===== config.mk =====
export PLATFORM = sky130hd
export DESIGN_NAME = paged_frame_allocator
export DESIGN_NICKNAME = d
export VERILOG_FILES = /design/src/hw/rtl/pfa_pkg.sv /design/src/hw/rtl/paged_frame_allocator.sv /design/src/hw/rtl/pfa_front.sv /design/src/hw/rtl/pfa_back.sv /design/src/hw/rtl/pfa_rsp_fifo.sv
export SDC_FILE = /design/constraint.sdc
export NUM_CORES = 1
export LEC_CHECK = 0
export BUFFER_PORTS_ARGS = -buffer_cell sky130_fd_sc_hd__buf_2
export CAP_MARGIN = 20
export CORE_UTILIZATION = 57
export DETAILED_ROUTE_END_ITERATION = 16
export PLACE_DENSITY = 0.76
export SYNTH_ARGS = -nofsm -noshare
export SYNTH_HDL_FRONTEND = slang
export SYNTH_SLANG_ARGS = --single-unit

===== constraint.sdc =====
create_clock -name clock -period 4.1 [get_ports clock]
set_clock_uncertainty 0.1 [all_clocks]
set_input_delay 0.615 -clock clock [delete_from_list [all_inputs] [get_ports clock]]
set_output_delay 0.615 -clock clock [all_outputs]
set_load 0.05 [all_outputs]

===== src/hw/rtl/pfa_pkg.sv =====
// shared constants, codes and beat types of the paged frame allocator
package pfa_pkg;

   // default sizes
   localparam int FRAME_COUNT_DEF       = 64;
   localparam int PROCESS_COUNT_DEF     = 4;
   localparam int PAGES_PER_PROCESS_DEF = 16;

   // command codes on the request side
   localparam logic [1:0] CMD_RESIZE = 2'd0;
   localparam logic [1:0] CMD_LOOKUP = 2'd1;

   // status codes on the response side
   localparam logic [2:0] ST_OK        = 3'd0;
   localparam logic [2:0] ST_OOM       = 3'd1;
   localparam logic [2:0] ST_NO_PAGES  = 3'd2;
   localparam logic [2:0] ST_TOO_LARGE = 3'd3;
   localparam logic [2:0] ST_NOT_FOUND = 3'd4;

   // work kinds handed from the front to the back
   localparam logic [1:0] KIND_RESIZE    = 2'd0;
   localparam logic [1:0] KIND_LOOKUP    = 2'd1;
   localparam logic [1:0] KIND_TOO_LARGE = 2'd2;

   // classified request beat
   typedef struct packed {
      logic [1:0] kind;
      logic [1:0] process_id;
      logic [4:0] target_pages;
      logic [5:0] frame;
   } item_type;

   // response beat
   typedef struct packed {
      logic [2:0] status;
      logic       frame_valid;
      logic [3:0] page_index;
      logic [5:0] frame_number;
      logic       last;
   } result_type;

endpackage


===== src/hw/rtl/paged_frame_allocator.sv =====
// Paged frame allocator top level. Requests are queued two deep and run one at a time.
// A resize that grows scans the frame bitmap upward for free frames, and a shrink or
// lookup steps through the pages of the process. Results leave through a two-entry
// queue; the back end waits when it is full. After reset a clearing pass marks every
// frame free while full stays high.
module paged_frame_allocator #(
   parameter int FRAME_COUNT       = pfa_pkg::FRAME_COUNT_DEF,
   parameter int PROCESS_COUNT     = pfa_pkg::PROCESS_COUNT_DEF,
   parameter int PAGES_PER_PROCESS = pfa_pkg::PAGES_PER_PROCESS_DEF
) (
   input  logic       clock,
   input  logic       reset,
   input  logic       push,
   output logic       full,
   input  logic [1:0] req_cmd,
   input  logic [1:0] req_process_id,
   input  logic [4:0] req_target_pages,
   input  logic [5:0] req_frame,
   output logic       empty,
   input  logic       pop,
   output logic [2:0] rsp_status,
   output logic       rsp_frame_valid,
   output logic [3:0] rsp_page_index,
   output logic [5:0] rsp_frame_number,
   output logic       rsp_last
);

   logic                item_valid, item_pop, clearing;
   pfa_pkg::item_type   item;
   logic                res_push, res_full;
   pfa_pkg::result_type res_data, head;

   // request intake
   pfa_front #(
      .PROCESS_COUNT(PROCESS_COUNT),
      .PAGES_PER_PROCESS(PAGES_PER_PROCESS)
   ) u_front (
      .clock, .reset, .push, .full,
      .req_cmd, .req_process_id, .req_target_pages, .req_frame,
      .hold(clearing), .item_valid, .item, .item_pop
   );

   // sequencer and storage
   pfa_back #(
      .FRAME_COUNT(FRAME_COUNT),
      .PROCESS_COUNT(PROCESS_COUNT),
      .PAGES_PER_PROCESS(PAGES_PER_PROCESS)
   ) u_back (
      .clock, .reset, .item_valid, .item, .item_pop, .clearing,
      .rsp_push(res_push), .rsp_data(res_data), .rsp_full(res_full)
   );

   // response queue
   pfa_rsp_fifo u_rsp (
      .clock, .reset, .wr_en(res_push), .wr_data(res_data), .full(res_full),
      .pop, .empty, .head
   );

   assign rsp_status       = head.status;
   assign rsp_frame_valid  = head.frame_valid;
   assign rsp_page_index   = head.page_index;
   assign rsp_frame_number = head.frame_number;
   assign rsp_last         = head.last;

endmodule


===== src/hw/rtl/pfa_front.sv =====
// request intake: classifies beats and queues work for the back end
module pfa_front #(
   parameter int PROCESS_COUNT     = pfa_pkg::PROCESS_COUNT_DEF,
   parameter int PAGES_PER_PROCESS = pfa_pkg::PAGES_PER_PROCESS_DEF
) (
   input  logic              clock,
   input  logic              reset,
   input  logic              push,
   output logic              full,
   input  logic [1:0]        req_cmd,
   input  logic [1:0]        req_process_id,
   input  logic [4:0]        req_target_pages,
   input  logic [5:0]        req_frame,
   input  logic              hold,
   output logic              item_valid,
   output pfa_pkg::item_type item,
   input  logic              item_pop
);

   pfa_pkg::item_type q_ff [2];
   logic              wr_ptr_ff, wr_ptr_in;
   logic              rd_ptr_ff, rd_ptr_in;
   logic [1:0]        cnt_ff, cnt_in;
   pfa_pkg::item_type cls;
   logic              keep;
   logic              do_wr, do_rd;

   // classify the incoming beat
   always_comb begin
      cls.process_id   = req_process_id;
      cls.target_pages = req_target_pages;
      cls.frame        = req_frame;
      cls.kind         = pfa_pkg::KIND_LOOKUP;
      keep             = 1'b0;
      case (req_cmd)
         pfa_pkg::CMD_RESIZE: begin
            keep = 1'b1;
            if (32'(req_target_pages) > PAGES_PER_PROCESS) begin
               cls.kind = pfa_pkg::KIND_TOO_LARGE;
            end else begin
               cls.kind = pfa_pkg::KIND_RESIZE;
            end
         end
         pfa_pkg::CMD_LOOKUP: begin
            keep     = 1'b1;
            cls.kind = pfa_pkg::KIND_LOOKUP;
         end
         default: keep = 1'b0;
      endcase
      if (32'(req_process_id) >= PROCESS_COUNT) begin
         keep = 1'b0;
      end
   end

   // queue control
   assign full       = (cnt_ff == 2'd2) | hold;
   assign do_wr      = push & ~full & keep;
   assign item_valid = (cnt_ff != 2'd0);
   assign do_rd      = item_pop & item_valid;
   assign item       = q_ff[rd_ptr_ff];

   always_comb begin
      wr_ptr_in = do_wr ? ~wr_ptr_ff : wr_ptr_ff;
      rd_ptr_in = do_rd ? ~rd_ptr_ff : rd_ptr_ff;
      cnt_in    = cnt_ff + 2'(do_wr) - 2'(do_rd);
   end

   always_ff @(posedge clock) begin
      if (reset) begin
         wr_ptr_ff <= 1'b0;
         rd_ptr_ff <= 1'b0;
         cnt_ff    <= 2'd0;
      end else begin
         wr_ptr_ff <= wr_ptr_in;
         rd_ptr_ff <= rd_ptr_in;
         cnt_ff    <= cnt_in;
      end
   end

   // queue storage
   always_ff @(posedge clock) begin
      if (do_wr) begin
         q_ff[wr_ptr_ff] <= cls;
      end
   end

endmodule


===== src/hw/rtl/pfa_back.sv =====
// back end: frame bitmap, page tables and the allocate, free and lookup sequencer
module pfa_back #(
   parameter int FRAME_COUNT       = pfa_pkg::FRAME_COUNT_DEF,
   parameter int PROCESS_COUNT     = pfa_pkg::PROCESS_COUNT_DEF,
   parameter int PAGES_PER_PROCESS = pfa_pkg::PAGES_PER_PROCESS_DEF
) (
   input  logic                clock,
   input  logic                reset,
   input  logic                item_valid,
   input  pfa_pkg::item_type   item,
   output logic                item_pop,
   output logic                clearing,
   output logic                rsp_push,
   output pfa_pkg::result_type rsp_data,
   input  logic                rsp_full
);

   localparam int FW        = $clog2(FRAME_COUNT);
   localparam int FCW       = $clog2(FRAME_COUNT + 1);
   localparam int TDEPTH    = PROCESS_COUNT * PAGES_PER_PROCESS;
   localparam int TW        = (TDEPTH > 2) ? $clog2(TDEPTH) : 1;
   localparam int CPW       = (PROCESS_COUNT > 2) ? $clog2(PROCESS_COUNT) : 1;
   localparam int CLEAR_LEN = (FRAME_COUNT > PROCESS_COUNT) ? FRAME_COUNT : PROCESS_COUNT;
   localparam int CLW       = $clog2(CLEAR_LEN);
   localparam int CW        = (FW > 6) ? FW : 6;

   localparam logic [3:0] S_CLEAR    = 4'd0;
   localparam logic [3:0] S_IDLE     = 4'd1;
   localparam logic [3:0] S_LOAD     = 4'd2;
   localparam logic [3:0] S_DISPATCH = 4'd3;
   localparam logic [3:0] S_A_RD     = 4'd4;
   localparam logic [3:0] S_A_CHK    = 4'd5;
   localparam logic [3:0] S_F_RD     = 4'd6;
   localparam logic [3:0] S_F_CHK    = 4'd7;
   localparam logic [3:0] S_L_RD     = 4'd8;
   localparam logic [3:0] S_L_CHK    = 4'd9;

   // memories
   logic          used_mem  [FRAME_COUNT];
   logic [FW-1:0] table_mem [TDEPTH];
   logic [4:0]    count_mem [PROCESS_COUNT];

   logic [3:0]     state_ff, state_in;
   logic [CLW-1:0] clr_ff, clr_in;
   logic [FCW-1:0] free_ff, free_in;
   logic [1:0]     kind_ff, kind_in;
   logic [1:0]     pid_ff, pid_in;
   logic [4:0]     target_ff, target_in;
   logic [5:0]     frame_ff, frame_in;
   logic [4:0]     page_ff, page_in;
   logic [FW-1:0]  addr_ff, addr_in;

   logic           used_rd_ff;
   logic [FW-1:0]  table_rd_ff;
   logic [4:0]     count_rd_ff;

   logic           used_we, used_wdata;
   logic [FW-1:0]  used_waddr;
   logic           table_we;
   logic [TW-1:0]  table_addr;
   logic           count_we;
   logic [CPW-1:0] count_waddr;
   logic [4:0]     count_wdata;
   logic [4:0]     need;

   assign table_addr = TW'(pid_ff) * TW'(PAGES_PER_PROCESS) + TW'(page_ff);
   assign need       = target_ff - count_rd_ff;
   assign clearing   = (state_ff == S_CLEAR);
   assign item_pop   = (state_ff == S_IDLE) & item_valid;

   // sequencer
   always_comb begin
      state_in    = state_ff;
      clr_in      = clr_ff;
      free_in     = free_ff;
      kind_in     = kind_ff;
      pid_in      = pid_ff;
      target_in   = target_ff;
      frame_in    = frame_ff;
      page_in     = page_ff;
      addr_in     = addr_ff;
      used_we     = 1'b0;
      used_wdata  = 1'b0;
      used_waddr  = addr_ff;
      table_we    = 1'b0;
      count_we    = 1'b0;
      count_waddr = CPW'(pid_ff);
      count_wdata = target_ff;
      rsp_push    = 1'b0;
      rsp_data    = '{status: pfa_pkg::ST_OK, frame_valid: 1'b0, page_index: 4'd0,
                      frame_number: 6'd0, last: 1'b1};
      case (state_ff)
         S_CLEAR: begin
            used_waddr  = FW'(clr_ff);
            used_we     = (32'(clr_ff) < FRAME_COUNT);
            count_waddr = CPW'(clr_ff);
            count_we    = (32'(clr_ff) < PROCESS_COUNT);
            count_wdata = 5'd0;
            free_in     = FCW'(FRAME_COUNT);
            clr_in      = clr_ff + 1'b1;
            if (32'(clr_ff) == CLEAR_LEN - 1) begin
               state_in = S_IDLE;
            end
         end
         S_IDLE: begin
            if (item_valid) begin
               kind_in   = item.kind;
               pid_in    = item.process_id;
               target_in = item.target_pages;
               frame_in  = item.frame;
               state_in  = S_LOAD;
            end
         end
         S_LOAD: state_in = S_DISPATCH;
         S_DISPATCH: begin
            if (!rsp_full) begin
               state_in = S_IDLE;
               case (kind_ff)
                  pfa_pkg::KIND_TOO_LARGE: begin
                     rsp_push        = 1'b1;
                     rsp_data.status = pfa_pkg::ST_TOO_LARGE;
                  end
                  pfa_pkg::KIND_LOOKUP: begin
                     if (count_rd_ff == 5'd0) begin
                        rsp_push        = 1'b1;
                        rsp_data.status = pfa_pkg::ST_NOT_FOUND;
                     end else begin
                        page_in  = 5'd0;
                        state_in = S_L_RD;
                     end
                  end
                  default: begin
                     if (target_ff > count_rd_ff) begin
                        if (32'(free_ff) < 32'(need)) begin
                           rsp_push        = 1'b1;
                           rsp_data.status = pfa_pkg::ST_OOM;
                        end else begin
                           page_in  = count_rd_ff;
                           addr_in  = '0;
                           state_in = S_A_RD;
                        end
                     end else if (count_rd_ff == 5'd0) begin
                        rsp_push        = 1'b1;
                        rsp_data.status = pfa_pkg::ST_NO_PAGES;
                     end else if (target_ff == count_rd_ff) begin
                        rsp_push = 1'b1;
                     end else begin
                        page_in  = count_rd_ff - 5'd1;
                        state_in = S_F_RD;
                     end
                  end
               endcase
            end
         end
         S_A_RD: state_in = S_A_CHK;
         S_A_CHK: begin
            if (used_rd_ff) begin
               addr_in  = addr_ff + 1'b1;
               state_in = S_A_RD;
            end else if (!rsp_full) begin
               used_we    = 1'b1;
               used_wdata = 1'b1;
               table_we   = 1'b1;
               free_in    = free_ff - 1'b1;
               rsp_push   = 1'b1;
               rsp_data   = '{status: pfa_pkg::ST_OK, frame_valid: 1'b1,
                              page_index: 4'(page_ff), frame_number: 6'(addr_ff),
                              last: (page_ff + 5'd1 == target_ff)};
               if (page_ff + 5'd1 == target_ff) begin
                  count_we = 1'b1;
                  state_in = S_IDLE;
               end else begin
                  page_in  = page_ff + 5'd1;
                  addr_in  = addr_ff + 1'b1;
                  state_in = S_A_RD;
               end
            end
         end
         S_F_RD: state_in = S_F_CHK;
         S_F_CHK: begin
            if (!rsp_full) begin
               used_waddr = table_rd_ff;
               used_we    = (32'(table_rd_ff) < FRAME_COUNT);
               free_in    = free_ff + FCW'(used_we);
               rsp_push   = 1'b1;
               rsp_data   = '{status: pfa_pkg::ST_OK, frame_valid: 1'b1,
                              page_index: 4'(page_ff), frame_number: 6'(table_rd_ff),
                              last: (page_ff == target_ff)};
               if (page_ff == target_ff) begin
                  count_we = 1'b1;
                  state_in = S_IDLE;
               end else begin
                  page_in  = page_ff - 5'd1;
                  state_in = S_F_RD;
               end
            end
         end
         S_L_RD: state_in = S_L_CHK;
         S_L_CHK: begin
            if (!rsp_full) begin
               if (CW'(table_rd_ff) == CW'(frame_ff)) begin
                  rsp_push = 1'b1;
                  rsp_data = '{status: pfa_pkg::ST_OK, frame_valid: 1'b1,
                               page_index: 4'(page_ff), frame_number: frame_ff, last: 1'b1};
                  state_in = S_IDLE;
               end else if (page_ff + 5'd1 == count_rd_ff) begin
                  rsp_push        = 1'b1;
                  rsp_data.status = pfa_pkg::ST_NOT_FOUND;
                  state_in        = S_IDLE;
               end else begin
                  page_in  = page_ff + 5'd1;
                  state_in = S_L_RD;
               end
            end
         end
         default: state_in = S_IDLE;
      endcase
   end

   // control registers
   always_ff @(posedge clock) begin
      if (reset) begin
         state_ff <= S_CLEAR;
         clr_ff   <= '0;
         free_ff  <= FCW'(FRAME_COUNT);
      end else begin
         state_ff <= state_in;
         clr_ff   <= clr_in;
         free_ff  <= free_in;
      end
   end

   // item registers
   always_ff @(posedge clock) begin
      kind_ff   <= kind_in;
      pid_ff    <= pid_in;
      target_ff <= target_in;
      frame_ff  <= frame_in;
      page_ff   <= page_in;
      addr_ff   <= addr_in;
   end

   // frame bitmap
   always_ff @(posedge clock) begin
      if (used_we) begin
         used_mem[used_waddr] <= used_wdata;
      end
      used_rd_ff <= used_mem[addr_ff];
   end

   // page tables
   always_ff @(posedge clock) begin
      if (table_we) begin
         table_mem[table_addr] <= addr_ff;
      end
      table_rd_ff <= table_mem[table_addr];
   end

   // page counts
   always_ff @(posedge clock) begin
      if (count_we) begin
         count_mem[count_waddr] <= count_wdata;
      end
      count_rd_ff <= count_mem[CPW'(pid_ff)];
   end

   // checks
   a_free_bound: assert property (@(posedge clock) disable iff (reset)
      32'(free_ff) <= FRAME_COUNT)
      else $error("free frame count above capacity");
   a_push_room: assert property (@(posedge clock) disable iff (reset)
      rsp_push |-> !rsp_full)
      else $error("response beat pushed into full queue");
   a_alloc_free: assert property (@(posedge clock) disable iff (reset)
      (rsp_push && state_ff == S_A_CHK) |-> !used_rd_ff)
      else $error("allocated a frame already in use");
   a_count_bound: assert property (@(posedge clock) disable iff (reset)
      (count_we && state_ff != S_CLEAR) |-> 32'(count_wdata) <= PAGES_PER_PROCESS)
      else $error("page count above table size");
   a_alloc_room: assert property (@(posedge clock) disable iff (reset)
      (state_ff == S_A_CHK && rsp_push) |-> free_ff != '0)
      else $error("allocation with no free frame");

endmodule


===== src/hw/rtl/pfa_rsp_fifo.sv =====
// two-entry response queue between the back end and the result ports
module pfa_rsp_fifo (
   input  logic                clock,
   input  logic                reset,
   input  logic                wr_en,
   input  pfa_pkg::result_type wr_data,
   output logic                full,
   input  logic                pop,
   output logic                empty,
   output pfa_pkg::result_type head
);

   pfa_pkg::result_type q_ff [2];
   logic                wr_ptr_ff, rd_ptr_ff;
   logic [1:0]          cnt_ff, cnt_in;
   logic                do_wr, do_rd;

   assign full  = (cnt_ff == 2'd2);
   assign empty = (cnt_ff == 2'd0);
   assign do_wr = wr_en & ~full;
   assign do_rd = pop & ~empty;
   assign head  = q_ff[rd_ptr_ff];
   assign cnt_in = cnt_ff + 2'(do_wr) - 2'(do_rd);

   // pointers and fill level
   always_ff @(posedge clock) begin
      if (reset) begin
         wr_ptr_ff <= 1'b0;
         rd_ptr_ff <= 1'b0;
         cnt_ff    <= 2'd0;
      end else begin
         wr_ptr_ff <= wr_ptr_ff ^ do_wr;
         rd_ptr_ff <= rd_ptr_ff ^ do_rd;
         cnt_ff    <= cnt_in;
      end
   end

   // storage
   always_ff @(posedge clock) begin
      if (do_wr) begin
         q_ff[wr_ptr_ff] <= wr_data;
      end
   end

endmodule


After elaboration in Yosys (flattened, before gate mapping)
Memory sizes are Yosys's and may differ from the RTL's. A register that Yosys moved wholly into a read port is not among the register bits.
Cells that the tools add are included.
- $add $sub $neg: 13
- $lt $le $gt $ge: 4
- equal/unequal tests: 41
- multiplexer cells: 100
- bitwise operators: 14
- reductions and logical operators: 15
- operators with widths (operator ; count):
    two-way mux 5 bit ; 15
    two-way mux 4 bit ; 12
    two-way mux 6 bit ; 8
    one-hot mux 4 bit (10 select lines) ; 1
    two-way mux 12 bit ; 3
    one-hot mux 12 bit (3 select lines) ; 1
    two-way mux 1 bit ; 30
    two-way mux 15 bit ; 2
    two-way mux 3 bit ; 9
    inequality test 2 bit (second input constant) ; 12
    one-hot mux 6 bit (2 select lines) ; 2
    two-way mux 7 bit ; 3
    one-hot mux 7 bit (3 select lines) ; 1
    equality test 5 bit ; 4
    one-hot mux 5 bit (4 select lines) ; 1
    equality test 4 x 3 -> 1 bit (second input constant) ; 4
    AND reduction 15 bit ; 1
    adder 6 x 1 -> 6 bit (second input constant) ; 2
    one-hot mux 3 bit (4 select lines) ; 1
    one-hot mux 5 bit (2 select lines) ; 1
    subtractor 5 x 1 -> 5 bit (second input constant) ; 2
    inequality test 3 bit (second input constant) ; 3
    equality test 4 x 2 -> 1 bit (second input constant) ; 2
    equality test 4 bit (second input constant) ; 2
    41 further kinds ; 65
- register bits after elaboration: 36
- bits in writable memories: 528
- input bits: 19
- output and inout bits: 17
- logic and storage cells: 203
- memories kept: 5
- memories (name ; depth ; bits a word ; read ports ; clocked after Yosys merged registers in ; wr ports ; line ; RTL):
    u_back.table_mem ; 64 ; 6 ; 1 ; 1 ; 1 ; pfa_back.sv:40 ; logic [FW-1:0] table_mem [TDEPTH];
    u_back.used_mem ; 64 ; 1 ; 1 ; 1 ; 1 ; pfa_back.sv:39 ; logic used_mem [FRAME_COUNT];
    u_front.q_ff ; 2 ; 15 ; 1 ; 1 ; 1 ; pfa_front.sv:20 ; pfa_pkg::item_type q_ff [2];
    u_rsp.q_ff ; 2 ; 15 ; 1 ; 1 ; 1 ; pfa_rsp_fifo.sv:13 ; pfa_pkg::result_type q_ff [2];
    u_back.count_mem ; 4 ; 5 ; 1 ; 1 ; 1 ; pfa_back.sv:41 ; logic [4:0] count_mem [PROCESS_COUNT];

Depth between registers and ports, before layout
Gate-level depths: netlist (run 1).
- word-level depth: 10
- mapped depth: 17
- depth with buffers taken out: 17

Modules after synthesis
A second synthesis (run 1) with hierarchy kept.
- cells, all modules: 1625
- area, all modules: 25160.4 um2
- modules (own cells, without submodules) (module ; instances ; cells each ; area each (um2) ; sequential area each (um2)):
    pfa_back ; 1 ; 1477 ; 22431.5 ; 15414.8
    pfa_rsp_fifo ; 1 ; 70 ; 1370.1 ; 980.9
    pfa_front ; 1 ; 78 ; 1358.8 ; 1001.0

Worst setup path before layout (run 1)
No wires, ideal clock.
- kind: flip-flop to flip-flop
- start: reg u_back.target_ff[0]
- end: mem u_rsp.q_ff[0][0] in the netlist's numbering, enable pin
- setup time: 0.372 ns
- arrival time: 3.474 ns
- data required time: 3.628 ns
- slack: 0.154 ns
- cell stages (with the launch flop): 15
- buffers on the path: 0
- period minus slack after synthesis: 3.946 ns
- path through: edfxtp_1 > inv_1 > ha_1 > inv_1 > fa_1 > a21o_1 > a21oi_1 > xor2_1 > ha_1 > a2111o_1 > a31oi_1 > nor2b_1 > o211ai_1 > a31oi_1 > ha_1
- longest elaborated chain between the ends: 10
- elaborated cells on any way between the ends: 14
- those cells by class: 1 x add/sub; 2 x order compare; 1 x eq/ne; 9 x mux; 1 x bitwise
- ends and longest elaborated chain (what ; line ; RTL):
    start: declaration ; pfa_back.sv:48 ; logic [4:0] target_ff, target_in;
    start signal: assignment ; pfa_back.sv:237 ; target_ff <= target_in;
    subtractor 5 bit or equality test 5 bit (tied branches) ; pfa_back.sv:67, pfa_back.sv:145 ;
    less-than comparator 7 x 5 -> 1 bit or two-way mux 1 bit (tied branches) ; pfa_back.sv:134, pfa_back.sv:145 ;
    two-way mux 1 bit, on equally long branches ; pfa_back.sv:134, pfa_back.sv:142 ;
    two-way mux 1 bit (*) ; pfa_back.sv:133 ; if (target_ff > count_rd_ff) begin
    one-hot mux 1 bit (2 select lines) (*) ; pfa_back.sv:118 ; case (kind_ff)
    two-way mux 1 bit (*) ; pfa_back.sv:116 ; if (!rsp_full) begin
    one-hot mux 1 bit (4 select lines) (*) ; pfa_back.sv:92 ; case (state_ff)
    bitwise AND 1 bit (*) ; pfa_rsp_fifo.sv:20 ; assign do_wr = wr_en & ~full;
    two-way mux 1 bit (*) ; pfa_rsp_fifo.sv:40 ; if (do_wr) begin
    two-way mux 1 bit (implied by the code) (*) ; pfa_rsp_fifo.sv:41 ; q_ff[wr_ptr_ff] <= wr_data;
    end: declaration ; pfa_rsp_fifo.sv:13 ;
Every way passes the cells marked *; elsewhere a longest branch is shown, timed or not.

Worst setup path after layout (run 1)
- start: reg u_back.target_ff[0]
- end: mem u_rsp.q_ff[0][9] in the netlist's numbering, enable pin
Same word-level chain as after synthesis.

==> impl_metrics.json, run 1 <==
{
  "cts.sinks": 591,
  "fillers": 2986,
  "critPathCapture": "u_rsp.q_ff[0][9]$_DFFE_PP_",
  "cp_data_required_time_ns": 4.32,
  "synth_common_cells": "edfxtp_1, nor2_1, nand2_1",
  "drt_iter0_drc": 1866,
  "antennaDiodeCount": 0,
  "fmax_mhz": 257,
  "worst_pin_slew_ns": 1.10,
  "firstDrtPassIters": 5,
  "final_antenna_net_count": 0,
  "clk_latency_ns": 0.63,
  "post-dp-hpwl_microns": 37600,
  "final_area_sq_um": 28200,
  "groute.usage.overall_pct": 26.8,
  "grt_pass1_wl_microns": 88800,
  "multi_input_area_sq_um": 7290,
  "critPathArrivalTime_ns": 4.11,
  "synth_top_area_share_pct": 66.1,
  "seq_area_sq_um": 17400,
  "overflow": 0,
  "r2r-end": "u_rsp.q_ff[0][9]$_DFFE_PP_",
  "final_net_count": 1755,
  "netlist_area_sq_um": 25200,
  "slew_headroom_pct": 26.6,
  "core.rowCount": 76,
  "slew_violations": 0,
  "place.gp.congestion": 0.901,
  "pin_count": 36,
  "p_total_mw": 11.9,
  "start_util_pct": 58.0,
  "root_buffer": "clkbuf_16",
  "cts_max_level": 2,
  "final_hold_viol_count": 0,
  "dieArea_sq_um": 45000,
  "final_util_pct": 65.1,
  "finalSetupTns_ns": 0,
  "post-cts-setup-buffers": 0,
  "ys_seq_area_share_pct": 69.0,
  "wl_microns": 58900,
  "crit_path_end_kind": "register",
  "crit_fanout": 15,
  "place_area_sq_um": 26400,
  "ys_types": 78,
  "ys_ff_latch": 591,
  "min-delay-path-class": "input pin to register",
  "area_delta_synth_final_pct": 12.2,
  "ff2ff_setup_slack_ns": 0.21,
  "peakVddDrop_uv": 253,
  "yosysWarnings": 0,
  "synthArstFlopShare_pct": 0,
  "rr_worst_depth": 15,
  "r2r-start": "u_back.target_ff[0]$_DFFE_PP_",
  "startpoint_type": "register",
  "grt_max_degree": 74,
  "period_share_pct": 94.9,
  "portBuffers": 35,
  "layout_min_cycle_time_ns": 3.89,
  "power_density_nw_per_um2": 421,
  "cts-hold-fix-buffers": 0,
  "layout-drive-gt1-share_pct": 21.4,
  "remaining_drc_errors": 0,
  "crit_type": "register to register",
  "cts_buffers": 55,
  "status": "completed",
  "via_count": 14900,
  "syn_nets": 1662,
  "startpoint": "u_back.target_ff[0]$_DFFE_PP_",
  "rsz0062_at_grt": "false",
  "antenna_found_initial": 0,
  "fp.dieW_microns": 212,
  "ys.flop_type": "edfxtp_1",
  "viasPerCell": 6.39,
  "leakagePower_nw": 9.27,
  "synth_edf_count": 554,
  "avgSynthCellArea_sq_um": 15.6,
  "clkTransAtPathRegs_ns": 0.06,
  "wl_per_cell_microns": 25.2,
  "yosysTopAreaCell": "edfxtp_1",
  "max_cap_violations": 0,
  "cts_tree": "done",
  "fp.dieH_microns": 212,
  "cts_buffer_depth": 3,
  "cts_resized": 0,
  "yosys-top-cells-area": "edfxtp_1, mux4_2, mux2_2",
  "postSynthCellCount": 1613,
  "core_sq_um": 43400,
  "finalSetupViolCount": 0,
  "first_global_vias": 14600,
  "synth.most_common_cell": "edfxtp_1"
}
-- critical path, cell delays in order, from the launching register on --
cell	delay, ns
edfxtp_1	0.40
inv_1	0.09
ha_1	0.16
inv_1	0.06
fa_1	0.40
a21o_1	0.19
a21oi_2	0.14
xor2_1	0.19
ha_1	0.28
a2111o_1	0.43
a31oi_2	0.17
nor2b_1	0.15
o211ai_1	0.17
a31oi_2	0.26
ha_1	0.24
buf_12	0.16
-- stage by stage --
step                setup WS, ns  hold slack (ns)  std cells
floorplan                  0.154            0.354       1613
global placement           0.135            0.382       2234
detailed placement         0.112            0.392       2234
CTS                       0.0907           0.0560       2336
global route             0.00297           0.0719       2336
finish                     0.211           0.0871       2336
-- cell families after synthesis --
family / Yosys count / share of synthesized area (%)
flops: 591 / 69.0
simple gates: 422 / 7.91
compound gates: 232 / 6.94
mux: 180 / 10.9
buf+inv: 113 / 2.10
xor+xnor: 45 / 1.57
fa+ha+maj: 30 / 1.55
-- sequential cells by signal, indices dropped and copies added (netlist names) --
name and cells:
u_back.page_ff 5, u_back.free_ff 7, u_back.used_rd_ff 1, u_back.used_mem 64
u_rsp.cnt_ff 2, u_back.count_mem 20, u_back.kind_ff 2, u_back.table_rd_ff 6
u_front.cnt_ff 2, u_rsp.q_ff 30, u_front.rd_ptr_ff 1, u_back.table_mem 384
u_back.clr_ff 6, u_front.q_ff 30, u_back.frame_ff 6, u_front.wr_ptr_ff 1
u_back.state_ff 4, u_rsp.rd_ptr_ff 1, u_back.addr_ff 6, u_rsp.wr_ptr_ff 1
u_back.pid_ff 2, u_back.count_rd_ff 5, u_back.target_ff 5
-- cell type report --
cell class / instances / area share [%]
Clock inverter: 32 / 1.23
Clock buffer: 70 / 5.18
Timing Repair Buffer: 122 / 3.24
Inverter: 27 / 0.359
Sequential cell: 591 / 61.6
Tap cell: 585 / 2.59
Multi-Input combinational cell: 909 / 25.8
-- worst min path at each step --
| stage | depth (start not counted) | from | to | slack [ns] |
|---|---|---|---|---|
| after floorplan | 2 | u_back.free_ff[2]$_SDFFE_PP0P_ | u_back.free_ff[2]$_SDFFE_PP0P_ | 0.35 |
| after global placement | 2 | u_back.free_ff[2]$_SDFFE_PP0P_ | u_back.free_ff[2]$_SDFFE_PP0P_ | 0.38 |
| after detailed placement | 2 | u_back.free_ff[2]$_SDFFE_PP0P_ | u_back.free_ff[2]$_SDFFE_PP0P_ | 0.39 |
| after CTS | 1 | req_frame[3] | u_front.q_ff[1][3]$_DFFE_PP_ | 0.06 |
| after global routing | 1 | req_frame[3] | u_front.q_ff[0][3]$_DFFE_PP_ | 0.07 |
| final | 1 | req_frame[3] | u_front.q_ff[1][3]$_DFFE_PP_ | 0.09 |
-- cell usage in the layout, fill, tap and decap left out, types with 6 or more instances in the layout --
master | synthesis | final
clkbuf_16 | 0 | 55
inv_1 | 26 | 26
a221oi_1 | 31 | 31
nand4_1 | 7 | 7
bufinv_16 | 0 | 6
and3_1 | 9 | 9
buf_12 | 0 | 7
buf_4 | 11 | 80
o22a_1 | 7 | 7
dfxtp_1 | 37 | 37
xnor2_1 | 27 | 27
mux4_2 | 67 | 67
nor2_1 | 194 | 193
nand2_1 | 74 | 74
nand3_1 | 33 | 33
nand2b_1 | 9 | 9
clkinv_2 | 0 | 13
nor2b_1 | 26 | 26
and2_1 | 14 | 14
a22o_1 | 8 | 8
o22ai_1 | 24 | 24
a221o_1 | 20 | 20
buf_2 | 33 | 35
ha_1 | 28 | 28
mux2_2 | 73 | 73
a22oi_1 | 18 | 18
o21ai_0 | 23 | 23
xor2_1 | 18 | 18
a31oi_1 | 12 | 10
edfxtp_1 | 554 | 554
clkinv_1 | 1 | 8
mux2i_1 | 38 | 38
nor3_1 | 10 | 10
clkbuf_1 | 31 | 12
a21oi_1 | 36 | 35
nor4_1 | 6 | 6
-- per-layer routing --
layer | vias up | track usage, % | routed length, microns
met4 | 0 | 9.57 | 1650
li1 | 6520 | - | -
met3 | 120 | 5.98 | 6040
met5 | - | 0 | 0
met2 | 811 | 40.8 | 27200
met1 | 7479 | 38.1 | 23900
-- power breakdown --
part | internal [mW] | total [mW] | leakage (nW) | switching (mW)
Clock | 2.91 | 5.13 | 0.888 | 2.22
Combinational | 0.0778 | 0.208 | 3.18 | 0.130
Sequential | 6.53 | 6.56 | 5.20 | 0.0241
Note: power is estimated with default switching activity, not from simulation.
==> run 2, diff against run 1 <==
- REMOVE_ABC_BUFFERS: default -> 1
==> impl_metrics.json, run 2 (synthesis results as in run 1) <==
{
  "antennaDiodeCount": 0,
  "final_area_sq_um": 28400,
  "cts_buffer_depth": 3,
  "worst_pin_slew_ns": 0.953,
  "p_total_mw": 12.0,
  "final_common_cell": "edfxtp_1",
  "layout-drive-gt1-share_pct": 22.1,
  "remaining_drc_errors": 0,
  "crit_path_end_kind": "register",
  "reg_top3": "u_back.table_mem x384, u_back.used_mem x64",
  "finalSetupViolCount": 0,
  "rsz0062_at_grt": "false",
  "area_delta_synth_final_pct": 12.7,
  "cts_max_level": 2,
  "first_global_vias": 14800,
  "leakagePower_nw": 9.34,
  "crit_type": "register to register",
  "crit_fanout": 3,
  "slew_headroom_pct": 36.3,
  "peakVddDrop_uv": 391,
  "largest_reg_flops": 384,
  "pin_count": 36,
  "clk_latency_ns": 0.64,
  "grt_pass1_wl_microns": 89100,
  "via_count": 15000,
  "drt_iter0_drc": 1688,
  "place_area_sq_um": 26400,
  "cts_buffers": 57,
  "cts-hold-fix-buffers": 0,
  "max_stage_delay_ns": 0.43,
  "layout_min_cycle_time_ns": 3.86,
  "final_util_pct": 65.4,
  "dp_cells": 2237,
  "stdcell_count": 2346,
  "groute.usage.overall_pct": 26.7,
  "cts_tree": "done",
  "post-dp-hpwl_microns": 36800,
  "start_util_pct": 58.0,
  "min-delay-path-class": "input pin to register",
  "startpoint_type": "register",
  "power_density_nw_per_um2": 424,
  "final_hold_viol_count": 0,
  "fp.dieH_microns": 212,
  "core.rowCount": 76,
  "final_cell_mix": "edfxtp_1, nor2_1, buf_4",
  "grt_max_degree": 73,
  "portBuffers": 35,
  "final_net_count": 1762,
  "crit_chain": "inv_1 > ha_1 > inv_1 > fa_1 > a21o_1 > a21oi_1 > xor2_1 > ha_1 > a2111o_1 > a31oi_2 > nor2b_1 > o211ai_1 > a31oi_2 > ha_2 > xor2_1 > xnor2_1 > nor2_1",
  "fmax_mhz": 259,
  "firstDrtPassIters": 6,
  "antenna_found_initial": 0,
  "wl_microns": 58500,
  "wl_per_cell_microns": 24.9,
  "largest-register": "u_back.table_mem",
  "overflow": 0,
  "hold_slack_ns": 0.0694,
  "status": "completed",
  "final_antenna_net_count": 0,
  "period_share_pct": 94.3,
  "place.gp.congestion": 0.905,
  "max_cap_violations": 0,
  "worst_path_max_delay_cell": "a2111o_1",
  "fp.dieW_microns": 212,
  "cp_data_required_time_ns": 4.49,
  "viasPerCell": 6.39,
  "slew_violations": 0,
  "root_buffer": "clkbuf_16",
  "core_sq_um": 43400,
  "clkTransAtPathRegs_ns": 0.06,
  "critPathArrivalTime_ns": 4.26,
  "cts.sinks": 591,
  "dieArea_sq_um": 45000
}
-- run 2: cell types whose count changed in the layout (fill, tap and decap cells not counted), sizes merged --
cell	before	now
buf	122	127
clkinv	24	29
bufinv	6	5
clkinvlp	2	3
-- run 2: stage by stage --
| step | setup TNS (ns) | worst slack, ns |
|---|---|---|
| 4_1_cts | 0 | 0.0410 |
| 3_5_place_dp | 0 | 0.0576 |
| 2_1_floorplan | -231.52 | -1.94 |
| 5_1_grt | 0 | 0.000142 |
| 6_report | 0 | 0.235 |
| 3_3_place_gp | 0 | 0.167 |
-- run 2: worst paths after layout --
check,from,slack [ns],to,cells past startpoint
setup / recovery,u_back.target_ff[0]$_DFFE_PP_,0.24,u_rsp.cnt_ff[1]$_SDFF_PP0_,17
hold / removal,req_process_id[0],0.07,u_front.q_ff[1][11]$_DFFE_PP_,1
setup reg to reg,u_back.target_ff[0]$_DFFE_PP_,0.24,u_rsp.cnt_ff[1]$_SDFF_PP0_,17
hold reg to reg,u_back.free_ff[2]$_SDFFE_PP0P_,0.40,u_back.free_ff[2]$_SDFFE_PP0P_,2
-- run 2: area by class of cell --
type                            count  area [sq um]
Fill cell                        3023         15000
Clock buffer                       70          1540
Tap cell                          585           732
Clock inverter                     37           369
Multi-Input combinational cell    909          7300
Timing Repair Buffer              127           945
Sequential cell                   591         17400
Inverter                           27           101
-- run 2: layer usage --
metal	vias to the layer above	global-route usage [%]	part of all wire, %
li1	6519	-	-
met1	7512	37.0	40
met2	810	42.1	48
met3	153	5.88	9.5
met4	0	8.70	3.1
met5	-	0	0
-- run 2: power breakdown --
part           total [mW]  switching, mW  internal (mW)
logic               0.201          0.125         0.0758
clock network        5.28           2.29           2.99
registers            6.56         0.0257           6.53
-- run 2: timing repair --
action,4_1_cts,5_1_grt
setup endpoints to repair,0,32
hold endpoints to repair,0,0
resized for setup,0,3
buffers inserted,0,1
-- run 2: critical path: cells and delay by family (launching register included) --
kind | cells | cell delay, ns
fa+ha+maj | 4 | 1.08
buf+inv | 2 | 0.15
simple gates | 2 | 0.20
compound gates | 6 | 1.36
flops | 1 | 0.39
xor+xnor | 3 | 0.47
